## config.mk

```make
export PLATFORM = sky130hd
export DESIGN_NAME = divider_timer_serial_irq_flat
export DESIGN_NICKNAME = d
export VERILOG_FILES = /design/src/hdl/dtsi_pkg.sv /design/src/hdl/dtsi_channels.sv /design/src/hdl/dtsi_core.sv /design/src/hdl/divider_timer_serial_irq.sv /design/src/flat_wrapper.sv
export VERILOG_INCLUDE_DIRS = /design/src /design/src/hdl
export SDC_FILE = /design/constraint.sdc
export NUM_CORES = 1
export LEC_CHECK = 0
export ABC_AREA = 1
export BUFFER_PORTS_ARGS = -buffer_cell sky130_fd_sc_hd__buf_2
export CAP_MARGIN = 30
export CELL_PAD_IN_SITES_DETAIL_PLACEMENT = 1
export CELL_PAD_IN_SITES_GLOBAL_PLACEMENT = 1
export CORE_UTILIZATION = 47
export CTS_CLUSTER_SIZE = 8
export DETAILED_ROUTE_END_ITERATION = 7
export PLACE_DENSITY_LB_ADDON = 0.08
export RECOVER_POWER = 100
export REMOVE_ABC_BUFFERS = 1
export SLEW_MARGIN = 20
export SYNTH_ARGS = -nofsm -noshare
export SYNTH_HDL_FRONTEND = slang
export SYNTH_HIERARCHICAL = 1
export SYNTH_SLANG_ARGS = --single-unit
```

## constraint.sdc

```tcl
create_clock -name i_clk -period 5.75 [get_ports i_clk]
set_input_delay 0.2875 -clock i_clk [delete_from_list [all_inputs] [get_ports i_clk]]
set_output_delay 0.2875 -clock i_clk [all_outputs]
set_load 0.05 [all_outputs]
```

## src/hdl/divider_timer_serial_irq_macros.svh

```systemverilog
// Assertion macros used by the timer block RTL.
// Depends on nothing; included by the modules that carry assertions.
`ifndef DIVIDER_TIMER_SERIAL_IRQ_MACROS_SVH
`define DIVIDER_TIMER_SERIAL_IRQ_MACROS_SVH

`ifndef SYNTHESIS
// Concurrent assertion on an explicit clock and active-low reset.
`define DTSI_ASSERT_AT(label, clk, rst_n, prop) \
    label: assert property (@(posedge clk) disable iff (!rst_n) (prop)) \
        else $error("dtsi assertion failed");
// Concurrent assertion on the house clock and reset names.
`define DTSI_ASSERT(label, prop) \
    `DTSI_ASSERT_AT(label, i_clk, i_rst_n, prop)
`else
`define DTSI_ASSERT_AT(label, clk, rst_n, prop)
`define DTSI_ASSERT(label, prop)
`endif

`endif

```

## src/hdl/dtsi_pkg.sv

```systemverilog
// Package of the timer block: command and register codes, masks, item types.
// Depends on nothing; used by dtsi_core and the top level of the block.
package dtsi_pkg;

    localparam logic [15:0] DIVIDER_STEP = 16'd4;

    typedef enum logic [1:0] {
        CMD_TICK  = 2'd0,
        CMD_READ  = 2'd1,
        CMD_WRITE = 2'd2,
        CMD_NOP   = 2'd3
    } t_cmd;

    localparam logic [3:0] REG_SB   = 4'd1;
    localparam logic [3:0] REG_SC   = 4'd2;
    localparam logic [3:0] REG_DIV  = 4'd4;
    localparam logic [3:0] REG_TIMA = 4'd5;
    localparam logic [3:0] REG_TMA  = 4'd6;
    localparam logic [3:0] REG_TAC  = 4'd7;
    localparam logic [3:0] REG_IF   = 4'd15;

    // Divider bit positions for the timer taps and the serial clock.
    localparam int TAP_BIT_0  = 9;
    localparam int TAP_BIT_1  = 3;
    localparam int TAP_BIT_2  = 5;
    localparam int TAP_BIT_3  = 7;
    localparam int SERIAL_BIT = 8;
    localparam int TAC_ENABLE_BIT = 2;

    localparam logic [7:0] SC_START_MASK = 8'h81;
    localparam logic [3:0] SERIAL_COUNT  = 4'd8;
    localparam logic [7:0] IRQ_TIMER     = 8'h04;
    localparam logic [7:0] IRQ_SERIAL    = 8'h08;
    localparam logic [7:0] SB_READ_VALUE = 8'hFF;
    localparam logic [7:0] TIMA_MAX      = 8'hFF;

    typedef struct packed {
        t_cmd       cmd;
        logic [3:0] reg_index;
        logic [7:0] write_data;
    } t_item;

    typedef struct packed {
        logic [7:0] read_data;
        logic [7:0] irq_flags;
    } t_result;

endpackage

```

## src/hdl/dtsi_channels.sv

```systemverilog
// Valid/ready channel interfaces for the timer block's input and result items.
// Depends on nothing.
interface dtsi_in_if;
    logic       valid;
    logic       ready;
    logic [1:0] cmd;
    logic [3:0] reg_index;
    logic [7:0] write_data;

    modport source (output valid, cmd, reg_index, write_data, input ready);
    modport sink   (input valid, cmd, reg_index, write_data, output ready);
endinterface

interface dtsi_out_if;
    logic       valid;
    logic       ready;
    logic [7:0] read_data;
    logic [7:0] irq_flags;

    modport source (output valid, read_data, irq_flags, input ready);
    modport sink   (input valid, read_data, irq_flags, output ready);
endinterface

```

## src/hdl/dtsi_core.sv

```systemverilog
// Timer, divider and serial-count state with the per-item update logic.
// Depends on dtsi_pkg and divider_timer_serial_irq_macros.svh.
`include "divider_timer_serial_irq_macros.svh"

module dtsi_core
    import dtsi_pkg::*;
(
    input  logic    i_clk,
    input  logic    i_rst_n,
    input  logic    i_en,
    input  t_item   i_item,
    output t_result o_result
);

    logic [15:0] r_div,  n_div;
    logic [7:0]  r_tima, n_tima;
    logic [7:0]  r_tma,  n_tma;
    logic [7:0]  r_tac,  n_tac;
    logic [7:0]  r_sb,   n_sb;
    logic [7:0]  r_sc,   n_sc;
    logic [7:0]  r_flags, n_flags;
    logic        r_prev_tim, n_prev_tim;
    logic [3:0]  r_ser_left, n_ser_left;
    logic        r_prev_ser, n_prev_ser;
    logic [15:0] div_inc;
    logic        ser_bit;
    logic        tap_bit;
    logic        tim_bit;
    logic [7:0]  rd;
    logic        tick_en;
    logic        nop_en;
    logic        div_clr_en;

    assign div_inc = r_div + DIVIDER_STEP;
    assign ser_bit = div_inc[SERIAL_BIT];

    always_comb begin
        unique case (r_tac[1:0])
            2'd0: tap_bit = div_inc[TAP_BIT_0];
            2'd1: tap_bit = div_inc[TAP_BIT_1];
            2'd2: tap_bit = div_inc[TAP_BIT_2];
            2'd3: tap_bit = div_inc[TAP_BIT_3];
        endcase
    end

    assign tim_bit = tap_bit & r_tac[TAC_ENABLE_BIT];

    always_comb begin
        n_div      = r_div;
        n_tima     = r_tima;
        n_tma      = r_tma;
        n_tac      = r_tac;
        n_sb       = r_sb;
        n_sc       = r_sc;
        n_flags    = r_flags;
        n_prev_tim = r_prev_tim;
        n_ser_left = r_ser_left;
        n_prev_ser = r_prev_ser;
        rd         = 8'h00;
        unique case (i_item.cmd)
            CMD_TICK: begin
                n_div = div_inc;
                // The serial count runs on falling edges of the serial clock bit.
                if (r_prev_ser && !ser_bit && (r_ser_left != 4'd0)) begin
                    n_ser_left = r_ser_left - 4'd1;
                    if (r_ser_left == 4'd1) begin
                        n_flags = n_flags | IRQ_SERIAL;
                    end
                end
                n_prev_ser = ser_bit;
                if (r_prev_tim && !tim_bit) begin
                    if (r_tima == TIMA_MAX) begin
                        n_tima  = r_tma;
                        n_flags = n_flags | IRQ_TIMER;
                    end else begin
                        n_tima = r_tima + 8'd1;
                    end
                end
                n_prev_tim = tim_bit;
            end
            CMD_READ: begin
                unique case (i_item.reg_index)
                    REG_SB:   rd = SB_READ_VALUE;
                    REG_SC:   rd = r_sc;
                    REG_DIV:  rd = r_div[15:8];
                    REG_TIMA: rd = r_tima;
                    REG_TMA:  rd = r_tma;
                    REG_TAC:  rd = r_tac;
                    REG_IF:   rd = r_flags;
                    default:  rd = 8'h00;
                endcase
            end
            CMD_WRITE: begin
                unique case (i_item.reg_index)
                    REG_SB: n_sb = i_item.write_data;
                    REG_SC: begin
                        n_sc = i_item.write_data;
                        if ((i_item.write_data & SC_START_MASK) == SC_START_MASK) begin
                            n_ser_left = SERIAL_COUNT;
                        end
                    end
                    REG_DIV:  n_div   = 16'h0000;
                    REG_TIMA: n_tima  = i_item.write_data;
                    REG_TMA:  n_tma   = i_item.write_data;
                    REG_TAC:  n_tac   = i_item.write_data;
                    REG_IF:   n_flags = i_item.write_data;
                    default: begin
                    end
                endcase
            end
            CMD_NOP: begin
            end
        endcase
    end

    always_ff @(posedge i_clk) begin
        if (!i_rst_n) begin
            r_div      <= '0;
            r_tima     <= '0;
            r_tma      <= '0;
            r_tac      <= '0;
            r_sb       <= '0;
            r_sc       <= '0;
            r_flags    <= '0;
            r_prev_tim <= 1'b0;
            r_ser_left <= '0;
            r_prev_ser <= 1'b0;
        end else if (i_en) begin
            r_div      <= n_div;
            r_tima     <= n_tima;
            r_tma      <= n_tma;
            r_tac      <= n_tac;
            r_sb       <= n_sb;
            r_sc       <= n_sc;
            r_flags    <= n_flags;
            r_prev_tim <= n_prev_tim;
            r_ser_left <= n_ser_left;
            r_prev_ser <= n_prev_ser;
        end
    end

    assign o_result.read_data = rd;
    assign o_result.irq_flags = n_flags;

    // Accepted commands of interest for the checks below.
    assign tick_en    = i_en && (i_item.cmd == CMD_TICK);
    assign nop_en     = i_en && (i_item.cmd == CMD_NOP);
    assign div_clr_en = i_en && (i_item.cmd == CMD_WRITE) && (i_item.reg_index == REG_DIV);

    `DTSI_ASSERT(a_ser_left_bound, r_ser_left <= SERIAL_COUNT)
    `DTSI_ASSERT(a_div_clear, div_clr_en |=> (r_div == 16'h0000))
    `DTSI_ASSERT(a_tick_step, tick_en |=> (r_div == 16'($past(r_div) + DIVIDER_STEP)))
    `DTSI_ASSERT(a_nop_hold, nop_en |=> ($stable(r_div) && $stable(r_flags) && $stable(r_tima)))

endmodule

```

## src/hdl/divider_timer_serial_irq.sv

```systemverilog
// Top level of the divider, timer and serial-interrupt block.
// Depends on dtsi_pkg, dtsi_channels.sv and dtsi_core.
//
// This block takes one command item per clock (tick, register read, register
// write or no operation) and returns exactly one result item for each, holding
// the byte read and the interrupt flags as they stand after that command.
// An item is accepted on the cycle its valid and ready are both high, and its
// result is presented from the output register on the following cycle. The
// sustained rate is one item per clock: the whole update of the divider, the
// timer counter and the serial count is a single pass of logic in front of the
// output register. Input ready stays high while the output register is empty or
// is being emptied in the same cycle, so a stalled consumer holds back only one
// item. No clearing pass follows reset; all but the payload go to zero at once.
module divider_timer_serial_irq
    import dtsi_pkg::*;
(
    input  logic       i_clk,
    input  logic       i_rst_n,
    dtsi_in_if.sink    i_item,
    dtsi_out_if.source o_result
);

    logic    r_valid;
    t_result r_result;
    t_item   item;
    t_result core_result;
    logic    accept;

    // The output register can take a new result when it is empty or is being
    // taken in this cycle.
    assign i_item.ready = !r_valid || o_result.ready;
    assign accept       = i_item.valid && i_item.ready;

    assign item.cmd        = t_cmd'(i_item.cmd);
    assign item.reg_index  = i_item.reg_index;
    assign item.write_data = i_item.write_data;

    dtsi_core u_core (
        .i_clk    (i_clk),
        .i_rst_n  (i_rst_n),
        .i_en     (accept),
        .i_item   (item),
        .o_result (core_result)
    );

    always_ff @(posedge i_clk) begin
        if (!i_rst_n) begin
            r_valid <= 1'b0;
        end else if (accept) begin
            r_valid <= 1'b1;
        end else if (o_result.ready) begin
            r_valid <= 1'b0;
        end
    end

    // Payload needs no reset; it is loaded whenever an item is accepted.
    always_ff @(posedge i_clk) begin
        if (accept) begin
            r_result <= core_result;
        end
    end

    assign o_result.valid     = r_valid;
    assign o_result.read_data = r_result.read_data;
    assign o_result.irq_flags = r_result.irq_flags;

endmodule
```

## src/flat_wrapper.sv

```systemverilog
// flat-port wrapper written by rule: the top's interface ports become plain ports
module divider_timer_serial_irq_flat import dtsi_pkg::*;
  (i_clk, i_rst_n, i_item_valid, i_item_cmd, i_item_reg_index, i_item_write_data, i_item_ready, o_result_valid, o_result_read_data, o_result_irq_flags, o_result_ready);
  dtsi_in_if i_item_i ();
  dtsi_out_if o_result_i ();
  input  logic i_clk;
  input  logic i_rst_n;
  input wire logic [$bits(i_item_i.valid)-1:0] i_item_valid;
  input wire logic [$bits(i_item_i.cmd)-1:0] i_item_cmd;
  input wire logic [$bits(i_item_i.reg_index)-1:0] i_item_reg_index;
  input wire logic [$bits(i_item_i.write_data)-1:0] i_item_write_data;
  output wire logic [$bits(i_item_i.ready)-1:0] i_item_ready;
  output wire logic [$bits(o_result_i.valid)-1:0] o_result_valid;
  output wire logic [$bits(o_result_i.read_data)-1:0] o_result_read_data;
  output wire logic [$bits(o_result_i.irq_flags)-1:0] o_result_irq_flags;
  input wire logic [$bits(o_result_i.ready)-1:0] o_result_ready;
  assign i_item_i.valid = i_item_valid;
  assign i_item_i.cmd = i_item_cmd;
  assign i_item_i.reg_index = i_item_reg_index;
  assign i_item_i.write_data = i_item_write_data;
  assign i_item_ready = i_item_i.ready;
  assign o_result_valid = o_result_i.valid;
  assign o_result_read_data = o_result_i.read_data;
  assign o_result_irq_flags = o_result_i.irq_flags;
  assign o_result_i.ready = o_result_ready;
  divider_timer_serial_irq u_core (.i_clk(i_clk), .i_rst_n(i_rst_n), .i_item(i_item_i), .o_result(o_result_i));
endmodule
```

==> impl_metrics.json, run 1 <==
{
  "dp_hpwl_mm": 9.11,
  "setup.worst_path.class": "reg -> reg",
  "slew_viol_final": 0,
  "drtPass1Iterations": 5,
  "skew_ns": 0.0110,
  "synth.avg_cell_area_um2": 7.28,
  "crit_family": "buffers and inverters",
  "path_cells": "a21oi_1 > clkbuf_1 > inv_1 > nor2_1 > o21ai_0 > nor3_2 > nand3_1 > a21oi_1 > o21a_1",
  "vias_per_cell": 5.67,
  "synth.distinct_cells": 39,
  "cp-end-kind": "register",
  "hp-start": "o_result_ready",
  "die_y_um": 93.3,
  "cts_setup_buffers": 0,
  "core_area_um2": 7890,
  "ant_nets": 0,
  "crit_buf_inv": 2,
  "synthArstFlopShare": 0,
  "cts_buffers": 9,
  "cpPeakStageDelay_ns": 1.02,
  "clock_path_buffers": 2,
  "initial_core_util": 0.496,
  "setup_viol": 0,
  "holdBufCountCts": 0,
  "grt_max_degree": 35,
  "holdWs_ns": 0.214,
  "die_w_um": 93.3,
  "drive_above_1_share": 0.0919,
  "avgRoutedWirePerCell_um": 17.9,
  "clock_sinks": 77,
  "crit_arrival_ns": 4.05,
  "dr.first_iter.drc_count": 190,
  "post-route-min-period_ns": 3.74,
  "synth_top_flop_cell": "dfxtp_1",
  "num_antenna_cells": 0,
  "r2r_slack_ns": 2.01,
  "fp.dieArea_um2": 8700,
  "crit_path_start_kind": "register",
  "yosysWarnings": 6,
  "cts_tree": "built",
  "wl_mm": 12.2,
  "yosysTopAreaCell": "dfxtp_1",
  "synth_seq_cells": 77,
  "vias": 3847,
  "groute.usage.overall": 0.295,
  "syn_to_final_growth_pct": 10.3,
  "drcViolationCount": 0,
  "synth_area_um2": 3920,
  "rsz0062_at_grt": "no",
  "setup_slack_ns": 2.01,
  "cts-root-buf": "clkbuf_8",
  "fin_tns_setup_ns": 0,
  "max_clock_freq_mhz": 267,
  "grt_antenna_before_repair": 0,
  "htreeDepth": 3,
  "max-cap-violations": 1,
  "insertion_delay_ns": 0.36,
  "final_cell_mix": "93 x nand2_1, 71 x inv_1, 70 x nor2_1",
  "grt_pass1_wl_mm": 19.4,
  "globalRouteOverflowTotal": 0,
  "crit_required_ns": 6.06,
  "gp_congestion": 0.858,
  "yosysSeqAreaShare": 0.435,
  "holdPathStages": 4,
  "fin_crit_sh": 0.650,
  "utilization": 0.547,
  "synthesis.instances": 538,
  "nets": 594,
  "synthTopCellsByArea": "dfxtp_1 31%, edfxtp_1 12%, nand2_1 8.8%",
  "row_count": 32,
  "leakage_nw": 1.77,
  "failed_checks": "capacitance limit",
  "grt_pass1_vias": 3888,
  "p_per_area_nw_per_um2": 266,
  "outcome": "finished, violations left",
  "synth-edff-count": 16,
  "hold-path-endpoint": "u_core/o_result.valid",
  "crit_path_frequent_cell": "a21oi_1",
  "netlist.area_leader.share": 0.312,
  "mostFrequentLayoutCell": "nand2_1",
  "cts_resized": 0,
  "r2r_end": "u_core/u_core/r_div[15]",
  "ir_worst_vdd_uv": 124,
  "io_buffers": 35,
  "dp_slack_ns": 3.43,
  "timing.rr.start": "u_core/o_result.valid",
  "clk_pin_slew_ns": 0.09,
  "pin_count": 36,
  "cp_slowest_cell": "clkbuf_1",
  "timing_worst_slew_pin_value_ns": 1.47,
  "hold_viol_final": 0,
  "cp_max_fo": 26,
  "min_path_type": "in -> reg",
  "max_slew_margin": 0.00941,
  "worstRegToRegCells": 9
}
==> how the worst max path moves through the flow <==
stage                               start                 endpoint  slack, ns  cells after the start
floorplan           u_core/o_result.valid  u_core/u_core/r_tima[7]       2.65                      9
detailed placement           i_item_valid  u_core/u_core/r_tima[5]       3.43                     11
global route        u_core/o_result.valid  u_core/u_core/r_div[13]       1.66                     11
finish              u_core/o_result.valid  u_core/u_core/r_div[15]       2.01                      9
CTS                 u_core/o_result.valid  u_core/u_core/r_tima[5]       3.50                      9
global placement             i_item_valid  u_core/u_core/r_tima[7]       3.57                     12
==> stage by stage <==
stage / instance area (µm²) / power, mW / std cells
after floorplan: 3850 / 0.673 / 524
after global placement: 4170 / 0.716 / 663
after detailed placement: 4170 / 0.721 / 663
after CTS: 4390 / 1.16 / 679
after global routing: 4320 / 1.19 / 679
final: 4320 / 1.15 / 679
==> sequential cells by signal (all words and copies together), names as in the netlist <==
register,count
u_core/o_result.read_data,8
u_core/o_result.valid,1
u_core/u_core/r_div,14
u_core/u_core/r_flags,8
u_core/u_core/r_prev_ser,1
u_core/o_result.irq_flags,8
u_core/u_core/r_sc,8
u_core/u_core/r_tma,8
u_core/u_core/r_tac,8
u_core/u_core/r_prev_tim,1
u_core/u_core/r_ser_left,4
u_core/u_core/r_tima,8
==> routing by layer <==
layer / wire [µm] / part of all wire / track usage
met5: 0 / 0 / 0
met4: 202 / 0.017 / 0.0846
met3: 654 / 0.054 / 0.0634
met2: 5910 / 0.49 / 0.494
met1: 5390 / 0.44 / 0.381
==> tightest hold or removal path, stage by stage <==
cell	delay, ns
buf_2	0.08
inv_2	0.03
nand2_2	0.06
a21oi_2	0.05
==> cells by family (layout without fill, tap and decap cells) <==
| group | after synthesis | in the layout | share of synthesized area |
|---|---|---|---|
| AND/OR/NAND/NOR | 216 | 216 | 0.242 |
| adder cells (fa/ha/maj) | 4 | 4 | 0.0128 |
| flip-flops | 77 | 77 | 0.435 |
| XOR/XNOR | 4 | 4 | 0.00895 |
| buffers and inverters | 94 | 133 | 0.0936 |
| AO/OA/AOI/OAI | 143 | 143 | 0.208 |
==> area by class of cell <==
class / count / area [µm²]
fillers: 1069 / 3570
multi-input cells: 367 / 1810
well taps: 102 / 128
inverters: 80 / 300
repair buffers: 37 / 160
clock inverters: 4 / 32.5
clock buffers: 12 / 188
flip-flops and latches: 77 / 1700
==> report_power, final <==
| group | switching, mW | total (mW) | leakage, nW | internal (mW) |
|---|---|---|---|---|
| clock network | 0.216 | 0.442 | 0.114 | 0.226 |
| registers | 0.0114 | 0.580 | 0.655 | 0.569 |
| logic | 0.0979 | 0.126 | 0.999 | 0.0279 |
==> synth_stat cells (6+ instances only) <==
cell type / count
nand2_1: 92
dfxtp_1: 61
edfxtp_1: 16
inv_2: 9
a221oi_1: 7
nand3_1: 31
nor2_1: 65
inv_1: 69
a21oi_1: 52
o21ai_0: 58
clkbuf_1: 6
nor2_2: 8
(Power assumes the default switching activity.)
==> inputs of run 2 (changes only) <==
--- a/config.mk
+++ b/config.mk
@@ -11,7 +11,7 @@
 export CAP_MARGIN = 30
 export CELL_PAD_IN_SITES_DETAIL_PLACEMENT = 1
 export CELL_PAD_IN_SITES_GLOBAL_PLACEMENT = 1
-export CORE_UTILIZATION = 47
+export CORE_UTILIZATION = 39
 export CTS_CLUSTER_SIZE = 8
 export DETAILED_ROUTE_END_ITERATION = 7
 export PLACE_DENSITY_LB_ADDON = 0.08
==> constraint.sdc (replaced) <==
create_clock -name i_clk -period 3.2 [get_ports i_clk]
set_input_delay 0.16 -clock i_clk [delete_from_list [all_inputs] [get_ports i_clk]]
set_output_delay 0.16 -clock i_clk [all_outputs]
set_load 0.05 [all_outputs]
==> impl_metrics.json, run 2 (synthesized netlist as in run 1, its figures left out) <==
{
  "pin_count": 36,
  "dr.first_iter.drc_count": 187,
  "max_slew_margin": 0.0905,
  "dp_slack_ns": 1.22,
  "post-route-min-period_ns": 2.39,
  "final_cell_mix": "94 x nand2_1, 71 x inv_1, 71 x nor2_1",
  "grt_pass1_wl_mm": 20.1,
  "cts_setup_buffers": 0,
  "ir_worst_vdd_uv": 196,
  "cpPeakStageDelay_ns": 0.48,
  "initial_core_util": 0.402,
  "nets": 596,
  "gp_congestion": 0.868,
  "clock_sinks": 77,
  "cp_slowest_cell": "o21ai_0",
  "finalPower_mw": 1.98,
  "mostFrequentLayoutCell": "nand2_1",
  "setup_viol": 0,
  "crit_path_frequent_cell": "a21oi_1",
  "fin_tns_setup_ns": 0,
  "max_clock_freq_mhz": 418,
  "row_count": 36,
  "grt_max_degree": 34,
  "cp-end-kind": "register",
  "ant_nets": 0,
  "dp_hpwl_mm": 9.23,
  "cts_resized": 0,
  "utilization": 0.444,
  "p_per_area_nw_per_um2": 457,
  "insertion_delay_ns": 0.36,
  "die_y_um": 102,
  "avgRoutedWirePerCell_um": 17.3,
  "slew_viol_final": 0,
  "vias_per_cell": 5.29,
  "cts-root-buf": "clkbuf_8",
  "holdBufCountCts": 0,
  "drcViolationCount": 0,
  "postPlaceCellArea_um2": 4220,
  "htreeDepth": 3,
  "fillers": 1302,
  "setup_slack_ns": 0.806,
  "vias": 3766,
  "crit_path_start_kind": "register",
  "skew_ns": 0.00958,
  "hold_viol_final": 0,
  "grt_antenna_before_repair": 0,
  "fin_crit_sh": 0.748,
  "cts_tree": "built",
  "crit_required_ns": 3.51,
  "rsz0062_at_grt": "no",
  "drive_above_1_share": 0.0829,
  "num_antenna_cells": 0,
  "cp_max_fo": 14,
  "groute.usage.overall": 0.259,
  "crit_arrival_ns": 2.71,
  "clock_path_buffers": 2,
  "largest_register_ffs": 14,
  "leakage_nw": 1.76,
  "timing_worst_slew_pin_value_ns": 1.36,
  "core_area_um2": 9730,
  "clk_pin_slew_ns": 0.08,
  "grt_pass1_vias": 3719,
  "top_register": "u_core/u_core/r_div",
  "setup.worst_path.class": "reg -> reg",
  "path_cells": "a21oi_1 > inv_1 > nor2_1 > o21ai_0 > nor3_1 > nand3_1 > a21oi_1 > o21a_1",
  "drtPass1Iterations": 5,
  "syn_to_final_growth_pct": 10.4,
  "cts_buffers": 9,
  "globalRouteOverflowTotal": 0,
  "io_buffers": 35,
  "fin_area_um2": 4320,
  "wl_mm": 12.3,
  "fp.dieArea_um2": 10400,
  "min_path_type": "in -> reg",
  "die_w_um": 102,
  "outcome": "finished clean",
  "max-cap-violations": 0
}
[run 2: critical path, delay by kind of cell, from the launching register on]
family | cells | cell delay, ns
AOI/OAI and AO/OA | 4 | 0.94
and+or+nand+nor | 3 | 0.81
DFF | 1 | 0.33
buffers and inverters | 1 | 0.26
[run 2: layout make-up]
cell class | instances | area (µm²) | share of cell area
multi-input combinational | 367 | 1800 | 0.416
timing repair buffer | 39 | 176 | 0.0408
sequential | 77 | 1700 | 0.394
inverter | 80 | 300 | 0.0695
clock inverter | 1 | 5.00 | 0.00116
tap | 133 | 166 | 0.0385
clock buffer | 15 | 176 | 0.0408
[run 2: report_power, final]
part,switching [mW],internal [mW],leakage (nW)
Sequential,0.0187,1.02,0.655
Clock,0.363,0.346,0.0937
Combinational,0.174,0.0514,1.01
Total,0.556,1.42,1.76
[run 2: layer usage]
| layer | part of all wire | global-route usage |
|---|---|---|
| met3 | 0.036 | 0.0315 |
| met1 | 0.47 | 0.350 |
| met4 | 0.016 | 0.0956 |
| met5 | 0 | 0 |
| met2 | 0.48 | 0.424 |
[run 2: worst paths after layout]
path                        endpoint                     from  depth (start not counted)  slack (ns)
min reg2reg  u_core/u_core/r_tima[5]  u_core/u_core/r_tima[5]                          2        0.49
max reg2reg  u_core/u_core/r_div[15]    u_core/o_result.valid                          8        0.81
max          u_core/u_core/r_div[15]    u_core/o_result.valid                          8        0.81
min            u_core/o_result.valid             i_item_valid                          3        0.08
[run 2: metrics by stage]
| step | cells | hold slack, ns |
|---|---|---|
| floorplan | 524 | 0.280 |
| global placement | 696 | 0.434 |
| detailed placement | 696 | 0.455 |
| CTS | 712 | 0.0680 |
| global route | 712 | 0.0739 |
| finish | 712 | 0.0779 |
